File: config.mk
export PLATFORM = sky130hd
export DESIGN_NAME = nearest_seed_voronoi_assign_top
export DESIGN_NICKNAME = d
export VERILOG_FILES = /design/src/rtl/core/nsva_pkg.sv /design/src/rtl/core/nsva_front.sv /design/src/rtl/core/nsva_back.sv /design/src/rtl/core/nearest_seed_voronoi_assign_top.sv
export SDC_FILE = /design/constraint.sdc
export NUM_CORES = 2
export LEC_CHECK = 0
export BUFFER_PORTS_ARGS = -buffer_cell sky130_fd_sc_hd__buf_4
export CAP_MARGIN = 20
export CORE_ASPECT_RATIO = 1.4
export CORE_UTILIZATION = 40
export CTS_BUF_LIST = sky130_fd_sc_hd__clkbuf_8 sky130_fd_sc_hd__clkbuf_16
export DETAILED_ROUTE_END_ITERATION = 16
export HOLD_SLACK_MARGIN = 0.1
export PLACE_DENSITY = 0.65
export SYNTH_ARGS = -nofsm -noshare
export SYNTH_HDL_FRONTEND = slang
export SYNTH_SLANG_ARGS = --single-unit
File: constraint.sdc
create_clock -name clock -period 8.4 [get_ports clock]
set_input_delay 2.52 -clock clock [delete_from_list [all_inputs] [get_ports clock]]
set_output_delay 2.52 -clock clock [all_outputs]
set_load 0.01 [all_outputs]
File: src/rtl/core/nsva_pkg.sv
// Shared types and constants for the nearest-seed assignment block.
`default_nettype none

package nsva_pkg;

   // Function codes of an incoming item.
   localparam logic [1:0] FUNC_CLEAR = 2'd0;
   localparam logic [1:0] FUNC_LOAD  = 2'd1;
   localparam logic [1:0] FUNC_QUERY = 2'd2;

   // Fixed widths of the interface fields.
   localparam int FIELD_BITS    = 16;
   localparam int IDX_OUT_BITS  = 6;
   localparam int DIST_OUT_BITS = 34;

   typedef struct packed {
      logic [1:0]                   func;
      logic signed [FIELD_BITS-1:0] pos_x;
      logic signed [FIELD_BITS-1:0] pos_y;
      logic signed [FIELD_BITS-1:0] pos_z;
      logic [FIELD_BITS-1:0]        liquid_level;
      logic [FIELD_BITS-1:0]        preset_level;
   } req_type;

   typedef struct packed {
      logic                     assigned;
      logic [IDX_OUT_BITS-1:0]  seed_index;
      logic [DIST_OUT_BITS-1:0] min_dist_sq;
   } rsp_type;

   // Operation after classification; an unqualified query needs no scan.
   typedef enum logic [1:0] {
      OP_CLEAR  = 2'd0,
      OP_LOAD   = 2'd1,
      OP_QUERY  = 2'd2,
      OP_REJECT = 2'd3
   } op_type;

   typedef struct packed {
      op_type                       op;
      logic signed [FIELD_BITS-1:0] x;
      logic signed [FIELD_BITS-1:0] y;
      logic signed [FIELD_BITS-1:0] z;
   } cmd_type;

   typedef struct packed {
      logic    valid;
      cmd_type cmd;
   } cmd_slot_type;

endpackage

`default_nettype wire

File: src/rtl/core/nsva_front.sv
// Front end: accepts items, classifies them and queues them for the back end.
`default_nettype none

module nsva_front #(
   parameter int COORD_BITS = 16
) (
   input  wire logic                  clock,
   input  wire logic                  reset,
   input  wire logic                  start,
   output logic                       busy,
   input  wire nsva_pkg::req_type     req_data,
   output nsva_pkg::cmd_slot_type     slot,
   input  wire logic                  pop
);

   localparam int CW    = (COORD_BITS < nsva_pkg::FIELD_BITS) ? COORD_BITS
                                                               : nsva_pkg::FIELD_BITS;
   localparam int SHIFT = nsva_pkg::FIELD_BITS - CW;

   nsva_pkg::cmd_type cmd_in;
   logic              keep;
   logic              push;
   logic signed [nsva_pkg::FIELD_BITS-1:0] sx;
   logic signed [nsva_pkg::FIELD_BITS-1:0] sy;
   logic signed [nsva_pkg::FIELD_BITS-1:0] sz;

   nsva_pkg::cmd_type q_ff [2];
   logic       wr_ptr_ff, wr_ptr_in;
   logic       rd_ptr_ff, rd_ptr_in;
   logic [1:0] cnt_ff, cnt_in;

   // Only the low coordinate bits count; they are sign-extended back to the field width.
   always_comb begin
      sx = req_data.pos_x <<< SHIFT;
      sy = req_data.pos_y <<< SHIFT;
      sz = req_data.pos_z <<< SHIFT;
      cmd_in.x = sx >>> SHIFT;
      cmd_in.y = sy >>> SHIFT;
      cmd_in.z = sz >>> SHIFT;
      keep = 1'b1;
      unique case (req_data.func)
         nsva_pkg::FUNC_CLEAR: cmd_in.op = nsva_pkg::OP_CLEAR;
         nsva_pkg::FUNC_LOAD:  cmd_in.op = nsva_pkg::OP_LOAD;
         nsva_pkg::FUNC_QUERY: begin
            // Liquid must reach 1.0 and the preset value must stay below it.
            if (req_data.liquid_level[nsva_pkg::FIELD_BITS-1] &&
                !req_data.preset_level[nsva_pkg::FIELD_BITS-1]) begin
               cmd_in.op = nsva_pkg::OP_QUERY;
            end else begin
               cmd_in.op = nsva_pkg::OP_REJECT;
            end
         end
         default: begin
            cmd_in.op = nsva_pkg::OP_CLEAR;
            keep      = 1'b0;
         end
      endcase
   end

   assign busy = (cnt_ff == 2'd2);
   assign push = start && !busy && keep;

   always_comb begin
      wr_ptr_in = push ? !wr_ptr_ff : wr_ptr_ff;
      rd_ptr_in = pop  ? !rd_ptr_ff : rd_ptr_ff;
      cnt_in    = cnt_ff;
      case ({push, pop})
         2'b10:   cnt_in = cnt_ff + 2'd1;
         2'b01:   cnt_in = cnt_ff - 2'd1;
         default: cnt_in = cnt_ff;
      endcase
   end

   always_ff @(posedge clock) begin
      if (reset) begin
         wr_ptr_ff <= 1'b0;
         rd_ptr_ff <= 1'b0;
         cnt_ff    <= 2'd0;
      end else begin
         wr_ptr_ff <= wr_ptr_in;
         rd_ptr_ff <= rd_ptr_in;
         cnt_ff    <= cnt_in;
      end
   end

   always_ff @(posedge clock) begin
      if (push) begin
         q_ff[wr_ptr_ff] <= cmd_in;
      end
   end

   assign slot.valid = (cnt_ff != 2'd0);
   assign slot.cmd   = q_ff[rd_ptr_ff];

endmodule

`default_nettype wire

File: src/rtl/core/nsva_back.sv
// Back end: seed table, nearest-seed scan pipeline and result register.
`default_nettype none

module nsva_back #(
   parameter int MAX_SEEDS  = 64,
   parameter int COORD_BITS = 16
) (
   input  wire logic                   clock,
   input  wire logic                   reset,
   input  wire nsva_pkg::cmd_slot_type slot,
   output logic                        pop,
   output logic                        rsp_valid,
   output nsva_pkg::rsp_type           rsp_data
);

   localparam int CW   = (COORD_BITS < nsva_pkg::FIELD_BITS) ? COORD_BITS
                                                              : nsva_pkg::FIELD_BITS;
   localparam int IW   = (MAX_SEEDS > 1) ? $clog2(MAX_SEEDS) : 1;
   localparam int CNTW = $clog2(MAX_SEEDS + 1);
   localparam int SW   = 2 * CW;
   localparam int DW   = 2 * CW + 2;
   localparam logic [CNTW-1:0] MAX_CNT = CNTW'(MAX_SEEDS);

   typedef struct packed {
      logic signed [CW-1:0] x;
      logic signed [CW-1:0] y;
      logic signed [CW-1:0] z;
   } seed_type;

   typedef enum logic [2:0] {
      ST_IDLE = 3'b001,
      ST_SCAN = 3'b010,
      ST_WAIT = 3'b100
   } state_type;

   state_type       state_ff, state_in;
   logic [CNTW-1:0] count_ff, count_in;
   logic [IW-1:0]   issue_ff, issue_in;
   logic            wr_en;
   logic            rd_en;
   logic            start_scan;
   logic            emit_reject;
   logic            issue_last;
   seed_type        wr_seed;

   seed_type             mem [MAX_SEEDS];
   seed_type             rd_ff;
   logic signed [CW-1:0] qx_ff, qy_ff, qz_ff;

   logic          p1_valid_ff, p2_valid_ff, p3_valid_ff, p4_valid_ff;
   logic          p1_last_ff, p2_last_ff, p3_last_ff, p4_last_ff;
   logic [IW-1:0] p1_idx_ff, p2_idx_ff, p3_idx_ff, p4_idx_ff;

   logic signed [CW:0] dx, dy, dz;
   logic signed [CW:0] ndx, ndy, ndz;
   logic [CW-1:0]      adx_in, ady_in, adz_in;
   logic [CW-1:0]      adx_ff, ady_ff, adz_ff;
   logic [SW-1:0]      sqx_ff, sqy_ff, sqz_ff;
   logic [DW-1:0]      sum_ff;

   logic [DW-1:0] best_ff, best_in;
   logic [IW-1:0] best_idx_ff, best_idx_in;
   logic          take;

   logic              rsp_valid_ff, rsp_valid_in;
   nsva_pkg::rsp_type rsp_ff, rsp_in;

   // Command sequencer.
   always_comb begin
      pop         = 1'b0;
      wr_en       = 1'b0;
      rd_en       = 1'b0;
      start_scan  = 1'b0;
      emit_reject = 1'b0;
      issue_last  = 1'b0;
      state_in    = state_ff;
      count_in    = count_ff;
      issue_in    = issue_ff;
      unique case (state_ff)
         ST_IDLE: begin
            if (slot.valid) begin
               pop = 1'b1;
               unique case (slot.cmd.op)
                  nsva_pkg::OP_CLEAR: count_in = '0;
                  nsva_pkg::OP_LOAD: begin
                     // A load into a full table is dropped.
                     if (count_ff != MAX_CNT) begin
                        wr_en    = 1'b1;
                        count_in = count_ff + CNTW'(1);
                     end
                  end
                  nsva_pkg::OP_QUERY: begin
                     if (count_ff == '0) begin
                        emit_reject = 1'b1;
                     end else begin
                        start_scan = 1'b1;
                        issue_in   = '0;
                        state_in   = ST_SCAN;
                     end
                  end
                  nsva_pkg::OP_REJECT: emit_reject = 1'b1;
                  default: ;
               endcase
            end
         end
         ST_SCAN: begin
            rd_en      = 1'b1;
            issue_last = ((CNTW'(issue_ff) + CNTW'(1)) == count_ff);
            if (issue_last) begin
               state_in = ST_WAIT;
            end else begin
               issue_in = issue_ff + IW'(1);
            end
         end
         ST_WAIT: begin
            if (p4_valid_ff && p4_last_ff) begin
               state_in = ST_IDLE;
            end
         end
         default: state_in = ST_IDLE;
      endcase
   end

   assign wr_seed.x = slot.cmd.x[CW-1:0];
   assign wr_seed.y = slot.cmd.y[CW-1:0];
   assign wr_seed.z = slot.cmd.z[CW-1:0];

   always_ff @(posedge clock) begin
      if (reset) begin
         state_ff <= ST_IDLE;
         count_ff <= '0;
      end else begin
         state_ff <= state_in;
         count_ff <= count_in;
      end
   end

   always_ff @(posedge clock) begin
      issue_ff <= issue_in;
      if (start_scan) begin
         qx_ff <= wr_seed.x;
         qy_ff <= wr_seed.y;
         qz_ff <= wr_seed.z;
      end
   end

   // Seed table: one write port for loads, one registered read port for the scan.
   always_ff @(posedge clock) begin
      if (wr_en) begin
         mem[count_ff[IW-1:0]] <= wr_seed;
      end
   end

   always_ff @(posedge clock) begin
      if (rd_en) begin
         rd_ff <= mem[issue_ff];
      end
   end

   // Absolute coordinate differences always fit in CW unsigned bits.
   always_comb begin
      dx     = {qx_ff[CW-1], qx_ff} - {rd_ff.x[CW-1], rd_ff.x};
      dy     = {qy_ff[CW-1], qy_ff} - {rd_ff.y[CW-1], rd_ff.y};
      dz     = {qz_ff[CW-1], qz_ff} - {rd_ff.z[CW-1], rd_ff.z};
      ndx    = -dx;
      ndy    = -dy;
      ndz    = -dz;
      adx_in = dx[CW] ? ndx[CW-1:0] : dx[CW-1:0];
      ady_in = dy[CW] ? ndy[CW-1:0] : dy[CW-1:0];
      adz_in = dz[CW] ? ndz[CW-1:0] : dz[CW-1:0];
   end

   always_ff @(posedge clock) begin
      if (reset) begin
         p1_valid_ff <= 1'b0;
         p2_valid_ff <= 1'b0;
         p3_valid_ff <= 1'b0;
         p4_valid_ff <= 1'b0;
      end else begin
         p1_valid_ff <= rd_en;
         p2_valid_ff <= p1_valid_ff;
         p3_valid_ff <= p2_valid_ff;
         p4_valid_ff <= p3_valid_ff;
      end
   end

   always_ff @(posedge clock) begin
      p1_last_ff <= issue_last;
      p1_idx_ff  <= issue_ff;
      p2_last_ff <= p1_last_ff;
      p2_idx_ff  <= p1_idx_ff;
      p3_last_ff <= p2_last_ff;
      p3_idx_ff  <= p2_idx_ff;
      p4_last_ff <= p3_last_ff;
      p4_idx_ff  <= p3_idx_ff;
      adx_ff     <= adx_in;
      ady_ff     <= ady_in;
      adz_ff     <= adz_in;
      sqx_ff     <= SW'(adx_ff) * SW'(adx_ff);
      sqy_ff     <= SW'(ady_ff) * SW'(ady_ff);
      sqz_ff     <= SW'(adz_ff) * SW'(adz_ff);
      sum_ff     <= DW'(sqx_ff) + DW'(sqy_ff) + DW'(sqz_ff);
   end

   // The first seed of a scan always wins; later ones only on a strictly smaller distance.
   always_comb begin
      take        = (p4_idx_ff == '0) || (sum_ff < best_ff);
      best_in     = best_ff;
      best_idx_in = best_idx_ff;
      if (p4_valid_ff && take) begin
         best_in     = sum_ff;
         best_idx_in = p4_idx_ff;
      end
   end

   always_ff @(posedge clock) begin
      best_ff     <= best_in;
      best_idx_ff <= best_idx_in;
   end

   always_comb begin
      rsp_valid_in = emit_reject || (p4_valid_ff && p4_last_ff);
      if (emit_reject) begin
         rsp_in = '0;
      end else begin
         rsp_in.assigned    = 1'b1;
         rsp_in.seed_index  = nsva_pkg::IDX_OUT_BITS'(best_idx_in);
         rsp_in.min_dist_sq = nsva_pkg::DIST_OUT_BITS'(best_in);
      end
   end

   always_ff @(posedge clock) begin
      if (reset) begin
         rsp_valid_ff <= 1'b0;
      end else begin
         rsp_valid_ff <= rsp_valid_in;
      end
   end

   always_ff @(posedge clock) begin
      rsp_ff <= rsp_in;
   end

   assign rsp_valid = rsp_valid_ff;
   assign rsp_data  = rsp_ff;

endmodule

`default_nettype wire

File: src/rtl/core/nearest_seed_voronoi_assign_top.sv
// Nearest-seed assignment: a queued front end feeding a one-seed-per-cycle scan engine.
// A qualified query runs from the queue through the scan state, the table read register and
// the difference, square, sum and result registers; an unqualified query, or one against an
// empty table, goes straight to the result register. A query holds the scan engine and the
// single table read port until its last seed is summed; a two-entry queue sits in front.
// Reset clears the seed count, queue and pipeline; the seed table itself is left as it is.
`default_nettype none

module nearest_seed_voronoi_assign_top #(
   parameter int MAX_SEEDS  = 64,
   parameter int COORD_BITS = 16
) (
   input  wire logic              clock,
   input  wire logic              reset,
   input  wire logic              start,
   output logic                   busy,
   input  wire nsva_pkg::req_type req_data,
   output logic                   rsp_valid,
   output nsva_pkg::rsp_type      rsp_data
);

   nsva_pkg::cmd_slot_type slot;
   logic                   pop;

   nsva_front #(
      .COORD_BITS (COORD_BITS)
   ) u_front (
      .clock    (clock),
      .reset    (reset),
      .start    (start),
      .busy     (busy),
      .req_data (req_data),
      .slot     (slot),
      .pop      (pop)
   );

   nsva_back #(
      .MAX_SEEDS  (MAX_SEEDS),
      .COORD_BITS (COORD_BITS)
   ) u_back (
      .clock     (clock),
      .reset     (reset),
      .slot      (slot),
      .pop       (pop),
      .rsp_valid (rsp_valid),
      .rsp_data  (rsp_data)
   );

endmodule

`default_nettype wire
==> flow_metrics.tcl <==
set metrics [dict create \
    status "finished, final reports clean" \
    fin_crit_sh 0.843 \
    wl_met1_um 153000 \
    grt_pass1_wl_um 603000 \
    ir_worst_vdd_uv 1060 \
    clk_root_buffer_cell "clkbuf_16" \
    hp-start "u_back.p1_idx_ff[4]" \
    post_cts_resized 0 \
    finalSetupViolCount 0 \
    worstPathArrival_ns 7.90 \
    wl_met3_um 30400 \
    synth_async_sr_flop_share 0 \
    drc 0 \
    hold_path_end "u_back.p2_idx_ff[4]" \
    syn-num-nets 9771 \
    synthCells 8741 \
    fp.dieH_um 749 \
    overflow 0 \
    core_area_um2 396000 \
    max_freq_mhz 141 \
    dr_wl_met2_um 217000 \
    ys_ff_latch 3578 \
    h-tree-depth 5 \
    start_util 0.403 \
    clkTransAtPathRegs_ns 0.07 \
    nFillCells 33300 \
    reg2reg_from "u_back.adx_ff[3]" \
    yosysWarnings 0 \
    synthDistinctLibCells 85 \
    synthFlopType "edfxtp_1" \
    r2r-end "u_back.sqx_ff[30]" \
    cts_made_buffers 345 \
    crit_required_ns 9.23 \
    layout_setup_ws_ns 1.32 \
    synth_area_um2 159000 \
    path_max_fanout 13 \
    hold_depth 0 \
    hold_buffers 0 \
    syn2layout_area_growth_pct 12.4 \
    synth_top_area_cell "edfxtp_1" \
    num_vias 82600 \
    synth-edff-count 3274 \
    routed_via_density 5.67 \
    hpwl_um 253000 \
    tightest_slew_ns 1.20 \
    die_area_um2 401000 \
    synth_seq_area_share 0.656 \
    synth_area_per_cell_um2 18.2 \
    startpoint_type "register" \
    dr.first_iter.drc_count 9163 \
    finalSetupTns_ns 0 \
    portBuffers 97 \
    wl_per_cell_um 29.0 \
    wl_um 423000 \
    clock_skew_ns 0.0801 \
    max-cap-violations 0 \
    place_congestion 0.873 \
    grt_max_degree 139 \
    power.density_nw_per_um2 445 \
    drtPass1Iterations 5 \
    hp-class "reg2reg" \
    boundaryPins 128 \
    worstRegToRegCells 21 \
    worstSkewPairLatency_ns 0.98 \
    crit_type "reg2reg" \
    maxSlewViolCount 0 \
    synth_top_area_frac 0.617 \
    rrSetupSlack_ns 1.32 \
    synth_area_leaders "edfxtp_1 62%, mux4_2 14%, fa_1 6.2%, dfxtp_1 3.8%, ha_1 3.6%" \
    die_w_um 535 \
    cts_sinks 3578 \
    grtUsageTotal 0.210 \
    routed.top_layer "met4" \
    final_common_cell "edfxtp_1" \
    cts_buffer_depth 4 \
    dp_slack_ns 1.33 \
    cp-end-kind "register" \
    drive_above_1_share 0.216 \
    drtAntennaViolNets 0 \
    nets 10100 \
    rsz0062_at_grt "false" \
    antenna_found_initial 18 \
    holdWs_ns 0.320 \
    layout_common_cells "3274 x edfxtp_1, 993 x mux4_2, 964 x inv_1" \
    grt_pass1_vias 85900 \
    cts_setup_buffers 0 \
    num_rows 273 \
    layout_min_cycle_time_ns 7.08 \
    cts_tree "built" \
    relSlewSlack 0.201 \
    leakage_nw 62.9 \
    finalHoldViolCount 0 \
]
==> kinds of logic after synthesis <==
| group | count (synthesis) | share of synthesized area |
|---|---|---|
| xor+xnor | 239 | 0.0132 |
| flops | 3578 | 0.656 |
| mux | 1122 | 0.149 |
| buf+inv | 1225 | 0.0291 |
| fa+ha+maj | 945 | 0.0973 |
| compound gates | 584 | 0.0238 |
| simple gates | 1048 | 0.0316 |
==> layout make-up <==
| cell class | count | area [um^2] | share of cell area |
|---|---|---|---|
| inverters | 892 | 3350 | 0.0187 |
| well taps | 5225 | 6540 | 0.0365 |
| clock inverters | 273 | 2230 | 0.0125 |
| clock buffers | 359 | 8920 | 0.0498 |
| diodes | 7 | 17.5 | 0.0000978 |
| multi-input cells | 3938 | 50700 | 0.283 |
| flip-flops and latches | 3578 | 104000 | 0.583 |
| repair buffers | 304 | 2870 | 0.0160 |
==> where the power goes <==
group,switching (W),internal [W]
clock network,0.00679,0.00859
registers,0.000550,0.0216
logic,0.0242,0.0180
total,0.0315,0.0482
==> metal layers <==
metal  GRT usage  vias to the layer above
met2       0.369                     3763
met1       0.257                    43900
li1            -                    34100
met3      0.0254                      853
met4      0.0971                        0
met5           0                        -
==> synthesized netlist by cell type (all sizes together) (108+ instances only) <==
cell type  count
ha           455
mux4         993
edfxtp      3274
a21oi        177
fa           490
mux2         108
inv          892
nand2        330
o21ai        114
dfxtp        304
and2         158
xnor2        160
clkbuf       245
nor2         263
==> through the flow <==
step	power, W	std cells	utilization	area [um^2]
2_1_floorplan	0.0533	8741	-	159000
3_3_place_gp	0.0643	13900	0.423	167000
3_5_place_dp	0.0648	13900	0.423	167000
4_1_cts	0.0803	14500	0.451	179000
5_1_grt	0.0852	14600	0.453	179000
6_report	0.0797	14600	0.453	179000
==> critical path, cell delays in order, from the launching register on <==
cell and delay [ns]:
dfxtp_1 0.86, inv_1 0.38, nor2_1 0.31, ha_1 0.31
xor2_1 0.19, fa_1 0.54, inv_1 0.05, fa_1 0.49
fa_1 0.53, fa_1 0.50, inv_1 0.05, fa_1 0.48
inv_1 0.05, ha_1 0.36, nand3_1 0.19, nor4_1 0.28
nand3_1 0.17, a31oi_1 0.25, o21ai_0 0.14, o21ai_0 0.51
a31oi_1 0.20, xnor2_1 0.16
==> worst max path at each step <==
stage	startpoint	to	depth (start not counted)
final	u_back.adx_ff[3]	u_back.sqx_ff[30]	21
after global routing	u_back.adx_ff[3]	u_back.sqx_ff[30]	21
after CTS	u_back.adx_ff[3]	u_back.sqx_ff[30]	21
after detailed placement	u_back.adx_ff[3]	u_back.sqx_ff[30]	21
after global placement	u_back.ady_ff[2]	u_back.sqy_ff[31]	24
after floorplan	u_back.ady_ff[1]	u_back.sqy_ff[31]	25
==> sequential cells by signal, indices dropped and copies added (netlist names), 31 cells and up, named ones only <==
name / cells
u_back.best_ff: 34
u_back.mem: 3072
u_back.rd_ff: 48
u_back.rsp_data: 41
u_back.sqx_ff: 31
u_back.sqy_ff: 31
u_back.sqz_ff: 31
u_back.sum_ff: 34
u_front.q_ff: 100
No activity file was read; power rests on OpenSTA's default activity.
